--- config.mk ---
export PLATFORM = sky130hd
export DESIGN_NAME = knpt_front
export DESIGN_NICKNAME = d
export VERILOG_FILES = /design/src/design/knpt_pkg.sv /design/src/design/knpt_front.sv
export SDC_FILE = /design/constraint.sdc
export NUM_CORES = 1
export LEC_CHECK = 0
export BUFFER_PORTS_ARGS = -buffer_cell sky130_fd_sc_hd__buf_2
export CAP_MARGIN = 20
export CORE_MARGIN = 2
export CORE_UTILIZATION = 43
export DETAILED_ROUTE_END_ITERATION = 16
export GPL_ROUTABILITY_DRIVEN = 0
export PLACE_DENSITY = 0.63
export SYNTH_ARGS = -nofsm -noshare
export SYNTH_HDL_FRONTEND = slang
export SYNTH_SLANG_ARGS = --single-unit
--- constraint.sdc ---
create_clock -name clk -period 10.8 [get_ports clk]
set_input_delay 1.08 -clock clk [delete_from_list [all_inputs] [get_ports clk]]
set_output_delay 1.08 -clock clk [all_outputs]
set_load 0.01 [all_outputs]
--- src/design/knpt_pkg.sv ---
// ----------------------------------------------------------------------------
// knpt_pkg
// Types and constants shared by the k-nearest point tracker modules.
// ----------------------------------------------------------------------------
package knpt_pkg;

  localparam int MAX_KEEP_DEF = 64;
  localparam int QUEUE_DEPTH  = 4;
  localparam int KEEP_W       = 7;
  localparam int COORD_W      = 16;
  localparam int DIST_W       = 32;

  // command codes on the input channel
  localparam logic [1:0] CMD_CLEAR  = 2'd0;
  localparam logic [1:0] CMD_INSERT = 2'd1;
  localparam logic [1:0] CMD_REPORT = 2'd2;
  localparam logic [1:0] CMD_NOP    = 2'd3;

  typedef struct packed {
    logic [1:0]                cmd;
    logic signed [COORD_W-1:0] point_x;
    logic signed [COORD_W-1:0] point_y;
  } in_item_t;

  typedef struct packed {
    logic signed [COORD_W-1:0] far_x;
    logic signed [COORD_W-1:0] far_y;
    logic [KEEP_W-1:0]         count_held;
  } out_item_t;

  typedef enum logic [1:0] {
    OP_CLEAR,
    OP_INSERT,
    OP_REPORT
  } op_t;

  // classified work item as held in the queue
  typedef struct packed {
    op_t                       op;
    logic signed [COORD_W-1:0] x;
    logic signed [COORD_W-1:0] y;
    logic [DIST_W-1:0]         dist_sq;
  } work_t;

  typedef struct packed {
    logic  valid;
    work_t work;
  } push_t;

endpackage

--- src/design/knpt_front.sv ---
// ----------------------------------------------------------------------------
// knpt_front
// Takes command beats, drops unknown commands, computes the squared distance
// over two registered stages and pushes the classified work into the queue.
// ----------------------------------------------------------------------------
module knpt_front (
  input  logic               clk,
  input  logic               rst_n,
  input  logic               start,
  input  knpt_pkg::in_item_t in_item,
  input  logic [$clog2(knpt_pkg::QUEUE_DEPTH+1)-1:0] q_count,
  output logic               busy,
  output knpt_pkg::push_t    push
);
  import knpt_pkg::*;

  localparam int QCW = $clog2(QUEUE_DEPTH + 1);

  logic                      s1_v_r, s1_v_nxt;
  op_t                       s1_op_r, s1_op_nxt;
  logic signed [COORD_W-1:0] s1_x_r, s1_y_r;
  logic [DIST_W-1:0]         s1_sqx_r, s1_sqy_r;
  logic                      s2_v_r;
  work_t                     s2_work_r;

  logic signed [DIST_W-1:0]  px_w, py_w;
  logic [QCW:0]              fill;
  logic                      accept;

  assign fill   = (QCW+1)'(q_count) + (QCW+1)'(s1_v_r) + (QCW+1)'(s2_v_r);
  assign busy   = (fill >= (QCW+1)'(QUEUE_DEPTH));
  assign accept = start && !busy;

  assign px_w = DIST_W'(in_item.point_x);
  assign py_w = DIST_W'(in_item.point_y);

  always_comb begin
    s1_v_nxt  = 1'b0;
    s1_op_nxt = OP_INSERT;
    unique case (in_item.cmd)
      CMD_CLEAR: begin
        s1_v_nxt  = accept;
        s1_op_nxt = OP_CLEAR;
      end
      CMD_INSERT: begin
        s1_v_nxt  = accept;
        s1_op_nxt = OP_INSERT;
      end
      CMD_REPORT: begin
        s1_v_nxt  = accept;
        s1_op_nxt = OP_REPORT;
      end
      default: begin
        // unknown command: swallowed here, no effect downstream
        s1_v_nxt  = 1'b0;
        s1_op_nxt = OP_INSERT;
      end
    endcase
  end

  always_ff @(posedge clk) begin
    if (!rst_n) begin
      s1_v_r <= 1'b0;
      s2_v_r <= 1'b0;
    end else begin
      s1_v_r <= s1_v_nxt;
      s2_v_r <= s1_v_r;
    end
    s1_op_r           <= s1_op_nxt;
    s1_x_r            <= in_item.point_x;
    s1_y_r            <= in_item.point_y;
    s1_sqx_r          <= DIST_W'(px_w * px_w);
    s1_sqy_r          <= DIST_W'(py_w * py_w);
    s2_work_r.op      <= s1_op_r;
    s2_work_r.x       <= s1_x_r;
    s2_work_r.y       <= s1_y_r;
    s2_work_r.dist_sq <= s1_sqx_r + s1_sqy_r;
  end

  assign push.valid = s2_v_r;
  assign push.work  = s2_work_r;

endmodule

Word level (Yosys, flattened, before mapping)

Index checks and enable logic that the tools add are counted.

Register bits: 166
Latch bits: 0
Memory bits (writable): 0
Memory bits (read-only): 0
Bits of input ports: 40
Output and inout port bits: 68
Logic and storage cells: 25
Memories: 0

Add/sub/neg operators: 3
Multipliers: 2
Divide/modulo/power cells: 0
$lt $le $gt $ge: 1
Equality and inequality tests: 2
Shifts and indexed selects: 0
Multiplexer cells: 1
Bitwise gates (word level): 0
Reductions and logical operators: 5

Operators with widths:

| kind                                                               | number |
|---|---|
| multiplier 16 x 16 -> 32 bit                                       | 2 |
| adder 32 bit                                                       | 1 |
| adder 3 x 1 -> 4 bit                                               | 1 |
| adder 4 x 1 -> 4 bit                                               | 1 |
| greater-or-equal comparator 4 x 3 -> 1 bit (second input constant) | 1 |
| case mux 2 bit (2 select lines)                                    | 1 |
| OR reduction 3 bit                                                 | 1 |
| equality test 2 x 1 -> 1 bit (second input constant)               | 1 |
| equality test 2 bit (second input constant)                        | 1 |
| logical NOT 2 bit                                                  | 1 |
| AND reduction 2 bit                                                | 1 |
| logical AND 1 bit                                                  | 1 |
| logical NOT 1 bit                                                  | 1 |

Depth between registers and ports, before layout

Word-level depth: 5
Mapped depth: 25
Mapped depth without buffers: 24

Least setup slack after synthesis

OpenSTA, ideal clock, no wires.

Path type: input to register
Start: input in_item[15] (netlist bit)
End: register s1_sqy_r[27]
Setup time: 72 ps
Data arrival time: 6851 ps
Required time: 10728 ps
Setup slack: 3877 ps
Stages: 21
Path buffers: 2
Path through: clkbuf_1 > inv_1 > buf_1 > nor2_1 > fa_1 > fa_1 > fa_1 > fa_1 > fa_1 > inv_1 > fa_1 > inv_1 > ha_1 > a21oi_1 > nor2b_1 > or4_1 > o21ai_0 > a31oi_2 > a21o_1 > a21oi_1 > xnor2_1

Word-level cells in the longest chain between the ends: 1

Ends and longest elaborated chain:

| element                      | RTL line         | RTL |
|---|---|---|
| start, declared              | knpt_front.sv:10 | `input knpt_pkg::in_item_t in_item,` |
| multiplier 16 x 16 -> 32 bit | knpt_front.sv:73 | `s1_sqy_r <= DIST_W'(py_w * py_w);` |
| end signal, assigned         | knpt_front.sv:73 |  |
| end, declared                | knpt_front.sv:22 | `logic [DIST_W-1:0] s1_sqx_r, s1_sqy_r;` |

No other way between the ends.
A chain may end at the register's enable or synchronous reset.

Worst setup path after layout

Start: input in_item[15] (netlist bit)
End: register s1_sqy_r[30]

The elaborated chain is that of the path after synthesis.

==> flow_summary.json <==
{
  "crit_fanout": 20,
  "synth_edf_count": 0,
  "critPathSlowestCell": "fa_1",
  "nNetsFinal": 3098,
  "first_global_vias": 16610,
  "synth_most_common_cell": "inv_1",
  "cts_max_level": 4,
  "grt_pass1_wl_um": 79010,
  "dieWidth_um": 232.4,
  "fin_crit_sh": 0.6585,
  "cts_inserted_buffers": 17,
  "yosys.area.top_type": "fa_1",
  "critPathLaunchType": "primary input",
  "r2r-end": "push[25]$_DFF_P_",
  "drt_wl_total_um": 46140,
  "pre_cts_ws_ns": 3.177,
  "port-buffer-count": 107,
  "worst-r2r-setup-slack_ns": 7.91,
  "ctsHoldBuffers": 0,
  "drt-pass1-iter-count": 5,
  "cap_violations": 0,
  "fmax_ghz": 0.1406,
  "synth.top_cell.area_share": 0.4204,
  "setup.worst_path.class": "in2reg",
  "whs_ns": 0.3287,
  "rows": 83,
  "pin_count": 108,
  "dieArea_mm2": 0.05400,
  "seq_area_mm2": 0.003243,
  "grt_use_total": 0.1851,
  "ys.flop_type": "dfxtp_1",
  "hpwl_um": 38540,
  "utilization": 0.4709,
  "drtAntennaViolNets": 0,
  "syn_avg_cell_area_um2": 9.735,
  "hold_depth": 0,
  "worstPathRequired_ns": 11.16,
  "post_cts_buffers": 0,
  "multi_input_comb_area_mm2": 0.01657,
  "ys_async_sr_fraction": 0,
  "clk-insertion-delay-late_ns": 0.47,
  "start_util": 0.4363,
  "worstHoldPathType": "reg2reg",
  "cts_resized": 0,
  "via_per_inst": 4.884,
  "ys_seq_area_frac": 0.1446,
  "grt_max_degree": 24,
  "min_to": "push[52]$_DFF_P_",
  "netlist_top_cells_area": "fa_1, dfxtp_1, ha_1",
  "path_common_cell": "fa_1",
  "cp_data_arrival_time_ns": 7.47,
  "gr-total-overflow": 0,
  "regToRegStartpoint": "s1_sqx_r[3]$_DFF_P_",
  "yosys_warnings": 0,
  "via_count": 15010,
  "hold_violations": 0,
  "clk_pin_slew_ns": 0.08,
  "antenna_found_initial": 0,
  "slew_headroom": 0.4777,
  "cts_tree": "done",
  "final_max_slew_viol_count": 0,
  "setup_tns_ns": 0,
  "grt_setup_unrepaired": "false",
  "period_minus_slack_ns": 7.112,
  "setup_ws_ns": 3.688,
  "min-delay-start": "s1_x_r[4]$_DFF_P_",
  "slowest_delay_ns": 0.90,
  "setup_viol": 0,
  "chipHeight_um": 232.4,
  "netlist_area_mm2": 0.02243,
  "post_drt_wl_per_cell_um": 15.02,
  "path_cells": "buf_2 > inv_1 > nor2_1 > fa_1 > fa_1 > fa_1 > fa_1 > fa_1 > inv_1 > fa_1 > inv_1 > ha_1 > and3_1 > nand2_1 > o311ai_0 > a31o_2 > a21oi_1 > xnor2_1",
  "synth_cell_type_count": 60,
  "first_iter_violations": 646,
  "drc": 0,
  "cts-root-buf": "clkbuf_16",
  "syn-num-nets": 3023,
  "yosys-top-cells-count": "inv_1, fa_1, ha_1, nand2_1, dfxtp_1",
  "clock_sinks": 162,
  "critPathCaptureType": "register",
  "nFillCells": 4832,
  "core_mm2": 0.05141,
  "clock_path_buffers": 2,
  "status": "finished, final reports clean",
  "drive_above_1_share": 0.06898,
  "yosys_register_bits": 162,
  "tightest_slew_ns": 0.7768,
  "fin_skew_ns": 0.01609,
  "synthCells": 2304,
  "ff2ff_path_depth": 9,
  "area_growth_pct": 7.927
}
-- metrics by stage --
step                      cell area (um^2)  std cells
after floorplan                      22430       2304
after global placement               23620       3040
after detailed placement             23620       3040
after CTS                            24200       3072
after global routing                 24200       3072
final                                24210       3073
-- worst max-delay path: cells and delay by family --
kind	cells	cell delay (ns)
compound gates	3	0.99
xor+xnor	1	0.14
fa+ha+maj	7	3.84
buf+inv	4	0.82
simple gates	3	0.59
-- how the worst max path moves through the flow --
stage | endpoint | cells after the start | startpoint | slack (ns)
after floorplan | s1_sqy_r[27]$_DFF_P_ | 21 | in_item[15] | 3.88
after global placement | s1_sqy_r[31]$_DFF_P_ | 20 | in_item[15] | 3.40
after detailed placement | s1_sqy_r[30]$_DFF_P_ | 18 | in_item[15] | 3.18
after CTS | s1_sqy_r[30]$_DFF_P_ | 18 | in_item[15] | 3.65
after global routing | s1_sqy_r[30]$_DFF_P_ | 18 | in_item[15] | 3.23
final | s1_sqy_r[30]$_DFF_P_ | 18 | in_item[15] | 3.69
-- flip-flops by register name, summed over array words and instances, names as in the netlist --
name / count
s1_v_r: 1
s1_y_r: 15
push: 66
s1_op_r: 2
s2_v_r: 1
s1_sqy_r: 31
s1_x_r: 15
s1_sqx_r: 31
-- final cells by class --
type / instances / share of cell area
antenna: 1 / 0.0001034
clock inverter: 15 / 0.006564
tap: 680 / 0.03515
multi-input combinational: 1447 / 0.6847
clock buffer: 17 / 0.01757
sequential: 162 / 0.1340
inverter: 644 / 0.09986
timing repair buffer: 107 / 0.02212
-- kinds of logic (layout without fill, tap and decap cells) --
logic type,after synthesis,in the layout,share of synthesized area
buf+inv,695,783,0.1165
compound gates,221,221,0.06705
flops,162,162,0.1446
simple gates,427,427,0.08836
xor+xnor,116,116,0.04530
other cells,0,1,0
fa+ha+maj,679,679,0.5364
mux,4,4,0.001785
-- layout by cell type, fill, tap and decap left out, types with 3 or more instances in the layout --
cell,netlist,final
o211ai_1,3,3
a21bo_2,3,3
o31ai_1,3,3
nand2b_1,11,11
nor3_1,17,17
mux2i_1,4,4
a31oi_1,8,8
o21ai_0,26,26
a31o_2,7,7
fa_1,471,471
a211o_1,4,4
xnor2_1,87,87
nand2_1,174,174
and2_1,75,75
and3_1,17,17
xor2_1,29,29
o21bai_1,12,12
inv_6,0,4
clkbuf_16,0,17
a211oi_1,8,8
or4_1,3,3
nor2b_1,13,13
or2_2,8,8
clkinv_8,0,3
inv_1,644,644
a21oi_1,69,69
buf_2,0,107
o21a_1,11,11
nand3_1,13,13
nor2_1,89,89
dfxtp_1,162,162
a311o_1,3,3
ha_1,208,208
inv_8,0,5
a21o_1,35,35
-- routing by layer --
metal	track usage	up-vias	wire (um)
li1	-	7005	-
met1	0.2340	7726	19750
met2	0.3331	225	24210
met3	0.02255	51	1407
met4	0.04988	0	774
met5	0	-	0
Power is left out: the tool's default activity adds up to more than one toggle a clock period on the data nets, which glitch-free logic cannot reach.
