File: src/design/knpt_pkg.sv
// ----------------------------------------------------------------------------
// knpt_pkg
// Types and constants shared by the k-nearest point tracker modules.
// ----------------------------------------------------------------------------
package knpt_pkg;

  localparam int MAX_KEEP_DEF = 64;
  localparam int QUEUE_DEPTH  = 4;
  localparam int KEEP_W       = 7;
  localparam int COORD_W      = 16;
  localparam int DIST_W       = 32;

  // command codes on the input channel
  localparam logic [1:0] CMD_CLEAR  = 2'd0;
  localparam logic [1:0] CMD_INSERT = 2'd1;
  localparam logic [1:0] CMD_REPORT = 2'd2;
  localparam logic [1:0] CMD_NOP    = 2'd3;

  typedef struct packed {
    logic [1:0]                cmd;
    logic signed [COORD_W-1:0] point_x;
    logic signed [COORD_W-1:0] point_y;
  } in_item_t;

  typedef struct packed {
    logic signed [COORD_W-1:0] far_x;
    logic signed [COORD_W-1:0] far_y;
    logic [KEEP_W-1:0]         count_held;
  } out_item_t;

  typedef enum logic [1:0] {
    OP_CLEAR,
    OP_INSERT,
    OP_REPORT
  } op_t;

  // classified work item as held in the queue
  typedef struct packed {
    op_t                       op;
    logic signed [COORD_W-1:0] x;
    logic signed [COORD_W-1:0] y;
    logic [DIST_W-1:0]         dist_sq;
  } work_t;

  typedef struct packed {
    logic  valid;
    work_t work;
  } push_t;

endpackage

File: src/design/knpt_queue.sv
// ----------------------------------------------------------------------------
// knpt_queue
// Short FIFO of classified work between the front and the sorted chain.
// ----------------------------------------------------------------------------
module knpt_queue (
  input  logic            clk,
  input  logic            rst_n,
  input  knpt_pkg::push_t push,
  input  logic            pop,
  output logic            head_valid,
  output knpt_pkg::work_t head,
  output logic [$clog2(knpt_pkg::QUEUE_DEPTH+1)-1:0] count
);
  import knpt_pkg::*;

  localparam int PW  = (QUEUE_DEPTH > 1) ? $clog2(QUEUE_DEPTH) : 1;
  localparam int QCW = $clog2(QUEUE_DEPTH + 1);

  work_t          slots_r [QUEUE_DEPTH];
  logic [PW-1:0]  wr_ptr_r, rd_ptr_r;
  logic [QCW-1:0] cnt_r;
  logic           do_pop;

  assign do_pop     = pop && (cnt_r != '0);
  assign head_valid = (cnt_r != '0);
  assign head       = slots_r[rd_ptr_r];
  assign count      = cnt_r;

  always_ff @(posedge clk) begin
    if (!rst_n) begin
      wr_ptr_r <= '0;
      rd_ptr_r <= '0;
      cnt_r    <= '0;
    end else begin
      if (push.valid) begin
        wr_ptr_r <= (wr_ptr_r == PW'(QUEUE_DEPTH - 1)) ? '0 : wr_ptr_r + 1'b1;
      end
      if (do_pop) begin
        rd_ptr_r <= (rd_ptr_r == PW'(QUEUE_DEPTH - 1)) ? '0 : rd_ptr_r + 1'b1;
      end
      cnt_r <= cnt_r + QCW'(push.valid) - QCW'(do_pop);
    end
    if (push.valid) begin
      slots_r[wr_ptr_r] <= push.work;
    end
  end

endmodule

File: config.mk
export PLATFORM = sky130hd
export DESIGN_NAME = knpt_queue
export DESIGN_NICKNAME = d
export VERILOG_FILES = /design/src/design/knpt_pkg.sv /design/src/design/knpt_queue.sv
export SDC_FILE = /design/constraint.sdc
export NUM_CORES = 1
export LEC_CHECK = 0
export BUFFER_PORTS_ARGS = -buffer_cell sky130_fd_sc_hd__buf_2
export CORE_MARGIN = 3
export CORE_UTILIZATION = 57
export CTS_CLUSTER_SIZE = 24
export DETAILED_ROUTE_END_ITERATION = 6
export PLACE_DENSITY = 0.88
export RECOVER_POWER = 100
export SLEW_MARGIN = 10
export SYNTH_ARGS = -nofsm -noshare
export SYNTH_HDL_FRONTEND = slang
export SYNTH_SLANG_ARGS = --single-unit
export TNS_END_PERCENT = 1
File: constraint.sdc
create_clock -name clk -period 2.75 [get_ports clk]
set_input_delay 0.275 -clock clk [delete_from_list [all_inputs] [get_ports clk]]
set_output_delay 0.275 -clock clk [all_outputs]
set_load 0.005 [all_outputs]
# After elaboration in Yosys (flattened, before gate mapping)
# Memories as Yosys holds them, arrays and structs flattened. A register that Yosys moved wholly into a read port is not among the register bits.
# Cells that the tools add are included.
# totals
ff_bits	7
latch_bits	0
ram_bits	264
rom_bits	0
in_bits	70
wordCells	18
memories	1
# op_classes
n_addsub	4
mul	0
n_div	0
n_lt_le_gt_ge	0
eq_ne	2
shift	0
mux	6
n_bitwise	0
reduce_logical	2
# mem_list
memory	depth	width	rd	rd_ports_with_merged_regs	write_ports	line_no	rtl
slots_r	4	66	1	1	1	knpt_queue.sv:19	work_t slots_r [QUEUE_DEPTH];
# ops
operator	count
2-bit two-way mux	4
2-bit by 1-bit adder with 2-bit output (second input constant)	2
2-bit equality test (second input constant)	2
3-bit by 1-bit adder with 3-bit output	1
3-bit nonzero test	1
3-bit by 1-bit subtractor with 3-bit output	1
1-bit two-way mux	2
1-bit logical AND	1

# Longest topological paths before layout
# Gate-level depths: netlist of run 1.
# depth
ltp_word	4
mapped_depth	8
mapped_depth_nobuf	8

# Worst setup path after synthesis of run 1
# Ideal clock, no wire load.
# synth_timing
kind	register to register
from	register wr_ptr_r[0]
to	memory slots_r[0][0] (netlist name) (enable)
t_arrival_ns	2.088
required_ns	2.319
setup_slack_ns	0.231
path_stages_with_launch	4
path_buffers	0
period_less_slack_ns	2.519
cell_sequence	dfxtp_1 -> inv_1 -> ha_1 -> and2_1
# synth_rtl
element	line_no	rtl
from (decl)	knpt_queue.sv:20	logic [PW-1:0] wr_ptr_r, rd_ptr_r;
from (signal assigned)	knpt_queue.sv:36	wr_ptr_r <= (wr_ptr_r == PW'(QUEUE_DEPTH - 1)) ? '0 : wr_ptr_r + 1'b1;
to (decl)	knpt_queue.sv:19	
# Straight into the memory's write port.

==> flow_summary.json, run 1 <==
{
  "synth-async-reset-ratio": 0,
  "cp.required_ns": 2.48,
  "num_rows": 47,
  "slew_headroom": 0.0117,
  "post-route-drc-count": 0,
  "p_int_mw": 7.86,
  "antenna_found_initial": 0,
  "worst_r2r_path_depth": 4,
  "synth_area_um2": 9980,
  "grt_usage": 0.199,
  "ctsResizeCount": 0,
  "hold_path.startpoint": "rst_n",
  "drtPass1Iterations": 4,
  "r2r_slack_ns": 0.33,
  "postSynthAreaPerCell_um2": 25.7,
  "hold_viol_final": 0,
  "path_max_fanout": 30,
  "crit_path_end_kind": "output pin",
  "drt_iter0_drc": 356,
  "synthTopCellsByArea": "edfxtp_1, mux4_2, dfxtp_1",
  "switching_share": 0.227,
  "synth_warnings": 0,
  "critical_path_depth": 3,
  "grt_max_degree": 67,
  "grt_pass1_vias": 5370,
  "critPathSlowestCell": "dfxtp_2",
  "cts_buffer_depth": 3,
  "p_clk_frac": 0.353,
  "synth_edf_count": 264,
  "worst_pin_slew_ns": 1.48,
  "syn_nets": 466,
  "power_leakage_nw": 4.03,
  "numClockSinks": 273,
  "numCtsBuffers": 27,
  "total_power_mw": 10.2,
  "place_congestion": 0.711,
  "die_h_um": 138,
  "cts_max_level": 1,
  "max_stage_delay_ns": 0.88,
  "period_minus_slack_ns": 2.53,
  "synth_cell_types": 20,
  "grt_setup_unrepaired": "no",
  "overflow": 0,
  "syn2layout_area_growth_pct": 24.0,
  "grt_first_pass_wirelength_mm": 29.9,
  "port_buffers": 139,
  "power.switching_mw": 2.30,
  "die-area_um2": 19100,
  "r2r_end": "slots_r[0][54]",
  "max_freq_mhz": 396,
  "cp_top_family": "flip-flops",
  "path_cells": "buf_4, mux4_2, clkbuf_1",
  "vias_per_cell": 5.65,
  "num-nets-final": 696,
  "hold_class": "in2reg",
  "synth-seq-area-share": 0.813,
  "power.share.combinational": 0.160,
  "whs_endpoint": "count[0]",
  "max_cap_viol_count": 0,
  "synth_top_cell_by_area": "edfxtp_1",
  "synth_top_area_frac": 0.794,
  "die_w_um": 138,
  "cp.arrival_ns": 2.25,
  "fin_crit_sh": 0.919,
  "worst_skew_pair.late_latency_ns": 0.51,
  "path_buf_inv": 2,
  "antenna_left": 0,
  "routedWlPerCell_um": 22.0,
  "crit_type": "reg2out",
  "fp.coreArea_um2": 16900,
  "cts_tree": "built",
  "hold_slack_ns": 0.0861,
  "synth_ff_type": "edfxtp_1",
  "fin_worst_skew_ns": 0.0132,
  "hold_buffers": 65,
  "fill_cells": 1017,
  "cts-root-buf": "clkbuf_16",
  "critPathLaunchType": "flop",
  "io-pin-count": 140,
  "vias": 4848,
  "drt-total-wl_mm": 18.9,
  "synth_most_common_cell": "edfxtp_1",
  "synth_cells": 388,
  "p_per_area_nw_per_um2": 821,
  "floorplan.initialDensity": 0.591,
  "place_hpwl_mm": 10.9,
  "status": "complete, no violations",
  "antenna_cells": 0,
  "finalSetupViolCount": 0,
  "synth_common_cells": "edfxtp_1, mux4_2, dfxtp_1",
  "cts.reportedPaths.clkPinSlew_ns": 0.06,
  "r2r_start": "wr_ptr_r[0]",
  "seqPwrFrac": 0.486,
  "worstHoldPathCells": 2,
  "drv_slew": 0,
  "cts_setup_buffers": 0,
  "drive_gt1_frac": 0.252,
  "setup_tns_ns": 0,
  "ir_drop_mv": 0.512,
  "ys_ff_latch": 273
}
==> sequential cells by signal, indices dropped and copies added, names as in the netlist, named ones only <==
signal / cells
wr_ptr_r: 2
slots_r: 264
rd_ptr_r: 2
count: 3
==> routing by layer <==
metal / routed length, um / GRT usage / up-vias
met5: 0 / 0 / -
met4: 429 / 0.0551 / 0
met3: 1130 / 0.0359 / 30
met2: 9900 / 0.341 / 193
met1: 7430 / 0.270 / 2502
li1: - / - / 2123
==> cell type report <==
class	instances	area, um^2	area share
clock buffer	31	691	0.0558
clock inverter	18	190	0.0154
inverter	6	22.5	0.00182
multi-input combinational	95	1750	0.141
sequential	273	8110	0.655
tap	220	275	0.0222
timing repair buffer	215	1340	0.108
==> through the flow <==
stage,instance area (um^2),util,setup WS (ns),instances
after floorplan,9980,-,0.231,388
after global placement,11000,0.653,0.826,744
after detailed placement,11000,0.653,0.725,744
after CTS,12600,0.744,0.219,858
after global routing,12400,0.733,0.105,858
final,12400,0.733,0.222,858
==> worst register-to-register path: cells and delay by family, from the launching register on <==
kind	cells	cell delay [ns]
and+or+nand+nor	1	0.77
adders and majority gates	1	0.14
buffers and inverters	2	0.78
DFF	1	0.34
==> worst max-delay path by stage <==
stage | to | slack [ns]
after floorplan | slots_r[0][0] | 0.23
after global placement | head[12] | 0.83
after detailed placement | count[2] | 0.73
after CTS | head[40] | 0.22
after global routing | head[60] | 0.11
final | head[60] | 0.22
==> kinds of logic (layout without fill, tap and decap cells) <==
group | after synthesis | after routing | synth area share
multiplexers | 69 | 69 | 0.152
adder cells (fa/ha/maj) | 8 | 8 | 0.0108
buffers and inverters | 20 | 270 | 0.0127
AO/OA/AOI/OAI | 2 | 2 | 0.00138
AND/OR/NAND/NOR | 15 | 15 | 0.00840
XOR/XNOR | 1 | 1 | 0.00226
flip-flops | 273 | 273 | 0.813
==> power groups by stage <==
stage | Sequential, mW | Combinational, mW | Clock [mW]
floorplan | 4.91 | 1.10 | 0
global placement | 5.01 | 1.58 | 0
detailed placement | 5.04 | 1.64 | 0
CTS | 4.95 | 1.72 | 3.65
global route | 4.97 | 1.78 | 3.82
finish | 4.94 | 1.63 | 3.59
==> cell usage in the layout, fill, tap and decap left out, types with 2 or more instances in the layout <==
cell	synthesis	routed
nor2_1	3	3
buf_4	2	4
ha_1	7	7
clkinv_1	0	7
buf_12	0	3
nand2_1	3	3
dfxtp_1	9	7
edfxtp_1	264	264
bufinv_16	0	4
clkbuf_4	0	3
clkinv_2	0	4
dlygate4sd3_1	0	65
clkinvlp_4	0	2
mux2i_1	3	3
clkbuf_1	2	104
buf_2	5	40
inv_1	6	6
clkbuf_16	0	27
and2_2	0	3
mux4_2	66	66
or3b_2	2	2
and2_1	5	2
Note: power is estimated with default switching activity, not from simulation.
==> run 2: changes to the inputs <==
- ABC_AREA: default -> 1
- SLEW_MARGIN: 10 -> 20
==> run 2 against run 1 <==
The flow now finishes with violations (max-capacitance violations, max-slew violations); combinational power up 82%; setup slack better by 0.070 ns; power grew 11%; sequential cell count unchanged; core utilization fell by 2.1 points; global-route usage rose by 1.6 points; wire length increased by 20%; die area rose by 8.4%; critical endpoint is now head[62].
==> flow_summary.json, run 2 <==
{
  "drt_iter0_drc": 512,
  "synth_top_area_frac": 0.730,
  "max_cap_viol_count": 1,
  "numCtsBuffers": 27,
  "r2r_start": "wr_ptr_r[0]",
  "postSynthAreaPerCell_um2": 15.5,
  "drv_slew": 33,
  "grt_first_pass_wirelength_mm": 34.8,
  "synth_most_common_cell": "edfxtp_1",
  "drt-total-wl_mm": 22.6,
  "synth_ff_type": "edfxtp_1",
  "synth-seq-area-share": 0.747,
  "place_congestion": 0.737,
  "floorplan.initialDensity": 0.592,
  "route.met2.wl_mm": 11.7,
  "max_stage_delay_ns": 0.61,
  "fp.coreArea_um2": 18300,
  "synth_warnings": 0,
  "path_max_fanout": 66,
  "synth_cells": 699,
  "post-route-drc-count": 0,
  "antenna_found_initial": 2,
  "ir_drop_mv": 0.617,
  "final_cell_mix": "edfxtp_1, clkbuf_1, o21ai_0",
  "largest_reg_flops": 264,
  "grt_setup_unrepaired": "no",
  "met3_length_mm": 1.48,
  "synth_top_cell_by_area": "edfxtp_1",
  "routedWlPerCell_um": 19.6,
  "p_per_area_nw_per_um2": 860,
  "fill_cells": 1173,
  "cts_buffer_depth": 3,
  "syn_nets": 777,
  "period_minus_slack_ns": 2.46,
  "worst_pin_slew_ns": 1.52,
  "vias": 6501,
  "cts_max_level": 1,
  "hold_viol_final": 0,
  "io-pin-count": 140,
  "path_buf_inv": 2,
  "fin_worst_skew_ns": 0.00653,
  "cp_top_family": "buffers and inverters",
  "vias_per_cell": 5.63,
  "wl_met1_mm": 9.05,
  "drive_gt1_frac": 0.181,
  "grt_pass1_vias": 6544,
  "cts.reportedPaths.clkPinSlew_ns": 0.06,
  "numClockSinks": 273,
  "ys_ff_latch": 273,
  "cts-root-buf": "clkbuf_16",
  "cp.required_ns": 2.48,
  "slew_headroom": -0.0166,
  "crit_type": "reg2out",
  "cts_tree": "built",
  "num-nets-final": 983,
  "drtPass1Iterations": 5,
  "die_h_um": 144,
  "worst_skew_pair.late_latency_ns": 0.51,
  "layout_commonest_cell": "edfxtp_1",
  "grt_usage": 0.216,
  "synth_common_cells": "edfxtp_1, o21ai_0, nor2_1",
  "finalSetupViolCount": 0,
  "synth_area_um2": 10900,
  "grt_max_degree": 133,
  "top_layer": "met4",
  "critPathSlowestCell": "clkbuf_4",
  "finalNonFillerCells": 1155,
  "max_freq_mhz": 407,
  "hold_path.startpoint": "rst_n",
  "crit_path_end_kind": "output pin",
  "failed_checks": "max-capacitance violations, max-slew violations",
  "status": "finished, violations left",
  "antenna_left": 0,
  "setup_tns_ns": 0,
  "path_cells": "clkbuf_4, o21ai_0, o22ai_1, clkbuf_1",
  "die-area_um2": 20700,
  "die_w_um": 144,
  "power_leakage_nw": 4.34,
  "critPathLaunchType": "flop",
  "cp.arrival_ns": 2.18,
  "num_rows": 49,
  "fin_crit_sh": 0.894,
  "dp_cells": 1040,
  "hold_class": "in2reg",
  "overflow": 0,
  "largest_register": "slots_r",
  "place_hpwl_mm": 12.7,
  "synth_edf_count": 264,
  "synth_cell_types": 26,
  "syn2layout_area_growth_pct": 20.3,
  "synth-async-reset-ratio": 0,
  "port_buffers": 139,
  "synthTopCellsByArea": "edfxtp_1, o21ai_0, o22ai_2"
}
-- run 2: worst min-delay path, cell delays in order --
cell and delay (ns):
buf_2 0.13, nand2_1 0.06, inv_1 0.04
-- run 2: repair_timing --
item | 4_1_cts | 5_1_grt
hold buffers | 65 | 0
resized for setup | 0 | 0
setup buffers | 0 | 0
hold endpoints to repair | 260 | 0
-- run 2: final cells by class --
| cell class | instances | area [um^2] | area share |
|---|---|---|---|
| Multi-Input combinational cell | 366 | 2380 | 0.182 |
| Timing Repair Buffer | 220 | 1390 | 0.107 |
| Sequential cell | 273 | 8110 | 0.621 |
| Antenna cell | 2 | 5.00 | 0.000383 |
| Tap cell | 229 | 287 | 0.0219 |
| Clock buffer | 42 | 752 | 0.0576 |
| Inverter | 17 | 71.3 | 0.00546 |
| Clock inverter | 6 | 60.1 | 0.00460 |
-- run 2: power by group --
group / internal (mW) / switching, mW / leakage, nW / total [mW]
Combinational: 1.08 / 1.88 / 1.44 / 2.96
Clock: 1.97 / 1.42 / 0.396 / 3.39
Sequential: 4.81 / 0.0830 / 2.50 / 4.89
Total: 7.85 / 3.38 / 4.34 / 11.2
-- run 2: through the flow --
| stage | total power [mW] | hold WS [ns] | setup WS (ns) | util | area [um^2] |
|---|---|---|---|---|---|
| floorplan | 6.90 | 0.373 | 0.447 | - | 10900 |
| global placement | 7.86 | 0.489 | 0.799 | 0.642 | 11800 |
| detailed placement | 7.94 | 0.492 | 0.754 | 0.642 | 11800 |
| CTS | 11.4 | 0.00433 | 0.379 | 0.722 | 13200 |
| global route | 11.8 | 0.0299 | 0.118 | 0.713 | 13100 |
| finish | 11.2 | 0.0283 | 0.292 | 0.713 | 13100 |
-- run 2: path summary, 6_finish.rpt --
| check | endpoint | slack [ns] | depth (start not counted) |
|---|---|---|---|
| worst max-delay path | head[62] | 0.29 | 4 |
| worst min-delay path | count[0] | 0.03 | 3 |
| worst max register to register | slots_r[0][18] | 0.31 | 5 |
| worst min register to register | flop | 0.58 | 2 |
-- run 2: cell families (layout without fill, tap and decap cells) --
kind of cell / after synthesis / after routing / synth area share
flip-flops: 273 / 273 / 0.747
AO/OA/AOI/OAI: 203 / 203 / 0.126
AND/OR/NAND/NOR: 154 / 154 / 0.0828
buffers and inverters: 60 / 285 / 0.0335
adder cells (fa/ha/maj): 8 / 8 / 0.00991
XOR/XNOR: 1 / 1 / 0.000807
other: 0 / 2 / 0
-- run 2: routing by layer --
| metal | vias up | GRT usage |
|---|---|---|
| met4 | 0 | 0.0545 |
| met3 | 30 | 0.0364 |
| met2 | 259 | 0.375 |
| met5 | - | 0 |
| li1 | 3027 | - |
| met1 | 3185 | 0.287 |
